===== src/hw/rtl/btr_pkg.sv =====
`timescale 1ns / 1ps

package btr_pkg;

    localparam int GLYPH_COUNT_DEF = 256;
    localparam int GLYPH_ROWS_DEF  = 16;
    localparam int COORD_BITS_DEF  = 12;

    localparam int REGION_BITS    = 13;
    localparam int INDEX_BITS     = 25;
    localparam int COLOUR_BITS    = 32;
    localparam int ROW_DATA_BITS  = 8;
    localparam int CODE_BITS      = 8;
    localparam int CMD_BITS       = 2;
    localparam int ADDR_IN_BITS   = 12;
    localparam int START_BITS     = 12;
    localparam int CFG_INDEX_BITS = 1;
    localparam int CALC_BITS      = 16;

    localparam logic [REGION_BITS-1:0] WIDTH_RESET  = 13'd640;
    localparam logic [REGION_BITS-1:0] HEIGHT_RESET = 13'd480;

    localparam int LINE_PITCH = 16;
    localparam int CELL_W     = 8;
    localparam int TAB_BASE   = 8 * 3;
    localparam int TAB_STOP   = 4;

    localparam logic [CMD_BITS-1:0] CMD_LOAD  = 2'd0;
    localparam logic [CMD_BITS-1:0] CMD_START = 2'd1;
    localparam logic [CMD_BITS-1:0] CMD_CHAR  = 2'd2;

    localparam logic [CODE_BITS-1:0] CODE_END   = 8'd0;
    localparam logic [CODE_BITS-1:0] CODE_TAB   = 8'd9;
    localparam logic [CODE_BITS-1:0] CODE_LF    = 8'd10;
    localparam logic [CODE_BITS-1:0] CODE_CR    = 8'd13;
    localparam logic [CODE_BITS-1:0] CODE_SPACE = 8'd32;

    localparam logic [CFG_INDEX_BITS-1:0] REG_WIDTH  = 1'b0;
    localparam logic [CFG_INDEX_BITS-1:0] REG_HEIGHT = 1'b1;

    typedef struct packed {
        logic accept;
        logic read;
        logic advance;
    } ctrl_t;

    typedef struct packed {
        logic draw_char;
        logic pending;
        logic rows_left;
        logic out_free;
        logic last_pending;
    } stat_t;

endpackage


===== src/hw/rtl/btr_ctrl.sv =====
`timescale 1ns / 1ps

module btr_ctrl (
    input  logic            clk,
    input  logic            rst_n,
    input  logic            in_valid,
    output logic            in_ready,
    input  btr_pkg::stat_t  stat,
    output btr_pkg::ctrl_t  ctrl
);

    typedef enum logic [1:0] {
        ST_IDLE = 2'b01,
        ST_DRAW = 2'b10
    } state_t;

    state_t state_reg;
    state_t state_next;

    always_comb
    begin
        in_ready     = 1'b0;
        ctrl.accept  = 1'b0;
        ctrl.read    = 1'b0;
        ctrl.advance = 1'b0;
        state_next   = state_reg;
        unique case (state_reg)
            ST_IDLE:
            begin
                in_ready    = 1'b1;
                ctrl.accept = in_valid;
                if (in_valid && stat.draw_char)
                begin
                    state_next = ST_DRAW;
                end
            end
            ST_DRAW:
            begin
                ctrl.advance = stat.pending && stat.out_free;
                ctrl.read    = stat.rows_left && (!stat.pending || stat.out_free);
                if (ctrl.advance && stat.last_pending)
                begin
                    state_next = ST_IDLE;
                end
            end
            default:
            begin
                state_next = ST_IDLE;
            end
        endcase
    end

    always_ff @(posedge clk or negedge rst_n)
    begin
        if (!rst_n)
        begin
            state_reg <= ST_IDLE;
        end
        else
        begin
            state_reg <= state_next;
        end
    end

endmodule


===== config.mk =====
export PLATFORM = sky130hd
export DESIGN_NAME = btr_ctrl
export DESIGN_NICKNAME = d
export VERILOG_FILES = /design/src/hw/rtl/btr_pkg.sv /design/src/hw/rtl/btr_ctrl.sv
export SDC_FILE = /design/constraint.sdc
export NUM_CORES = 1
export LEC_CHECK = 0
export ABC_CLOCK_PERIOD_IN_PS = 1400
export BUFFER_PORTS_ARGS = -buffer_cell sky130_fd_sc_hd__buf_2
export CAP_MARGIN = 20
export CORE_AREA = 2 2 39 41
export CTS_BUF_LIST = sky130_fd_sc_hd__clkbuf_4
export DETAILED_ROUTE_END_ITERATION = 7
export DIE_AREA = 0 0 41 43
export GPL_TIMING_DRIVEN = 0
export SLEW_MARGIN = 40
export SYNTH_ARGS = -nofsm -noshare
export SYNTH_HDL_FRONTEND = slang
export SYNTH_SLANG_ARGS = --single-unit
export TNS_END_PERCENT = 30

===== constraint.sdc =====
create_clock -name clk -period 1.4 [get_ports clk]
set_input_delay 0.28 -clock clk [delete_from_list [all_inputs] [get_ports clk]]
set_output_delay 0.28 -clock clk [all_outputs]
set_load 0.01 [all_outputs]

Word-level counts from Yosys, hierarchy flattened. Cells that the tools add are included.

Register bits after elaboration: 2. Bits in latches: 0. RAM bits: 0. ROM bits: 0. Bits of input ports: 8. Output and inout port bits: 4. Logic and storage cells: 18. Memories: 0.

Add/subtract/negate cells: 0. Multiply operators: 0. Divide/modulo/power cells: 0. Order comparisons: 0. Equal/unequal tests: 4. Shift operators: 0. Muxes and demuxes: 6. Bitwise operators: 0. Reduce and logical (&&, ||, !) cells: 7.

Operators by type and width (count): $mux W2 (3); $logic_and A1 B1 Y1 (4); $ne A2 B2 Y1 const B (2); $pmux W2 S2 (1); $eq A2 B1 Y1 const B (1); $eq A2 B2 Y1 const B (1); $mux W1 (2); $reduce_and A2 Y1 (1); $logic_not A1 Y1 (1); $logic_or A1 B1 Y1 (1).

Longest topological paths before layout.
Word-level depth: 4. Depth in mapped cells: 2. Gate-level depth less buffers: 2.

Least setup slack after synthesis. OpenSTA, ideal clock, no wires.

Path kind: register to output. Start: register state_reg[0]. End: output port ctrl[2] (netlist bit). Data arrival time: 0.914 ns. Required time: 1.120 ns. Path slack: 0.206 ns. Cell stages (with the launch flop): 3. Buffers on the path: 0. Cells stage by stage: dfstp_2 -> nor2b_2 -> and2_1.

RTL lines: start, declared (RTL line btr_ctrl.sv:17) `state_t state_reg;`; start signal, assigned (RTL line btr_ctrl.sv:61) `state_reg <= state_next;`; end, declared (RTL line btr_ctrl.sv:9) `output btr_pkg::ctrl_t ctrl`.

==> flow_summary.toml <==
[status]
status = "finished, violations left"
violations = "negative setup slack"

[routing]
routed_via_density = 3.26
routedWlPerCell_um = 7.47
wl_um = 321
dr.pass1.iters = 1
vias = 140
detail-route-antenna-nets = 0
drt-initial-drc-count = 0
drc = 0

[global_routing]
gr-usage-all-layers_pct = 3.80
grt_overflow = 0
grt_max_degree = 5
antenna_found_initial = 0
grt_pass1_vias = 129
grt_pass1_wl_um = 379

[worst_setup_path]
r2r_setup_slack_ns = 0.34
critPathBufInv = 1
crit_chain = "and2b_2 > and3_1 > buf_2"
critPathTopFamily = "flip-flops"
arrival_ns = 1.24
r2r-start = "state_reg[0]"
worst_r2r_endpoint = "state_reg[1]"
start_kind = "register"
cp-end-kind = "primary output"
slowest_stage = "dfstp_2"
crit_fanout = 4
reg2reg_depth = 2
required_ns = 1.12
worst-setup-path-type = "reg -> out"
cpPeakStageDelay_ns = 0.51

[synth]
ys_seq_area_share_pct = 44.1
synth_seq_cells = 2
synth_nets = 19
yosysTopAreaCell = "dfstp_2"
yosys-top-cells-area = "dfstp_2 (23%), dfrtp_1 (22%), and3_1 (11%), a32o_1 (8.6%), a32oi_1 (7.5%)"
netlist_instances = 11
yosys_warnings = 0
syn_avg_cell_area_um2 = 10.6
syn_area_um2 = 116
yosysUniqueCellTypes = 10
synth_top_area_share_pct = 22.6

[final_layout]
drive_above_1_share_pct = 70.4
syn_to_final_growth_pct = 110
final_common_cell = "buf_2"
diodes = 0
largest_reg_flops = 2
final_cell_mix = "buf_2 (10), clkbuf_4 (4)"
fin_nets = 36
fin_util_pct = 17.6

[timing]
fin_skew_ns = 0.00564
setup_ws_ns = -0.117
finalCritPeriodShare_pct = 108
tns_ns = -0.273
fmax_mhz = 659
final_hold_viol_count = 0
min_period_ns = 1.52
slew_headroom_pct = 88.8
drv_slew = 0
worst_pin_slew_ns = 0.167
grt_setup_unrepaired = "true"
setup_viol = 3

[floorplanning]
floorplan.rows = 14
die_h_um = 43
initial_utilization_pct = 8.41
fp.dieW_um = 41
core_um2 = 1380
boundaryPins = 12
dieArea_um2 = 1760

[min_path]
holdPathStages = 2
hp-start = "stat[4]"
hold_end = "state_reg[0]"
hp-class = "in -> reg"

[power]
p_sw_share_pct = 21.2
peakVddDrop_mv = 0.174
seq_power_share_pct = 24.9
p_leak_nw = 0.122
p_clk_share_pct = 57.8
switching_power_w = 0.0000585
p_int_w = 0.000218
p_per_area_nw_per_um2 = 1130
comb_power_share_pct = 17.2
finalPower_w = 0.000276

[clock_tree]
post_cts_buffers = 0
cts_sinks = 2
cts_made_buffers = 3
cts.path.max_buffers = 2
clk_pin_slew_ns = 0.03
clk_latency_ns = 0.22
h-tree-depth = 1
cts_tree = "done"
root_buffer = "clkbuf_4"

[place]
portBuffers = 11
place.gp.congestion = 0.447

[job]
drv_cap = 0
-- cell type report --
| cell class | count | area (um2) |
|---|---|---|
| fill | 163 | 1140 |
| multi-input combinational | 9 | 71.3 |
| timing repair buffer | 12 | 71.3 |
| sequential | 2 | 51.3 |
| clock buffer | 4 | 30.0 |
| tap | 16 | 20.0 |
-- routing by layer --
layer / global-route usage, % / up-vias / wire [um] / share of wire (%)
met5: 0 / - / 0 / 0
met4: 6.00 / 0 / 0 / 0
met3: 3.14 / 0 / 14 / 4.4
met2: 5.94 / 5 / 185 / 58
met1: 1.27 / 62 / 121 / 38
li1: - / 73 / - / -
-- power groups by stage --
stage          Sequential (W)  Clock, W  Combinational (W)
2_1_floorplan       0.0000687         0          0.0000228
3_3_place_gp        0.0000690         0          0.0000443
3_5_place_dp        0.0000693         0          0.0000447
4_1_cts             0.0000688  0.000167          0.0000472
5_1_grt             0.0000699  0.000176          0.0000530
6_report            0.0000688  0.000160          0.0000476
-- stage by stage --
| step | area [um2] | cells | setup slack (ns) | hold WS, ns |
|---|---|---|---|---|
| floorplan | 116 | 11 | 0.206 | -0.0156 |
| global placement | 191 | 38 | 0.104 | 0.0637 |
| detailed placement | 191 | 38 | 0.0983 | 0.0670 |
| CTS | 233 | 43 | -0.130 | 0.248 |
| global route | 244 | 43 | -0.167 | 0.240 |
| finish | 244 | 43 | -0.117 | 0.249 |
-- what timing repair did --
| item | 4_1_cts | 5_1_grt |
|---|---|---|
| endpoints found under the setup margin | 3 | 4 |
| hold endpoints to repair | 2 | 0 |
| cloned | 0 | 0 |
| pin swaps | 2 | 0 |
| hold buffers | 1 | 0 |
| resized for setup | 1 | 2 |
-- logic make-up (layout without fill, tap and decap cells) --
| group | Yosys count | in the layout | share of synthesized area, % |
|---|---|---|---|
| flops | 2 | 2 | 44.1 |
| simple gates | 7 | 7 | 39.8 |
| compound gates | 2 | 2 | 16.1 |
| buf+inv | 0 | 16 | 0 |
-- how the worst max path moves through the flow --
stage                      start  endpoint  slack [ns]  cells past startpoint
CTS                 state_reg[0]   ctrl[0]       -0.13                      3
finish              state_reg[0]   ctrl[1]       -0.12                      3
detailed placement  state_reg[0]   ctrl[0]         0.1                      3
global placement    state_reg[0]   ctrl[0]        0.10                      3
global route        state_reg[0]   ctrl[1]       -0.17                      3
floorplan           state_reg[0]   ctrl[2]        0.21                      2
-- cell usage after synthesis --
cell	count
and3_1	2
a32o_1	1
a32oi_1	1
and2_1	1
and2b_1	1
dfrtp_1	1
dfstp_2	1
nand2b_1	1
nand3_1	1
nor2b_2	1
No activity file was read; power rests on OpenSTA's default activity.
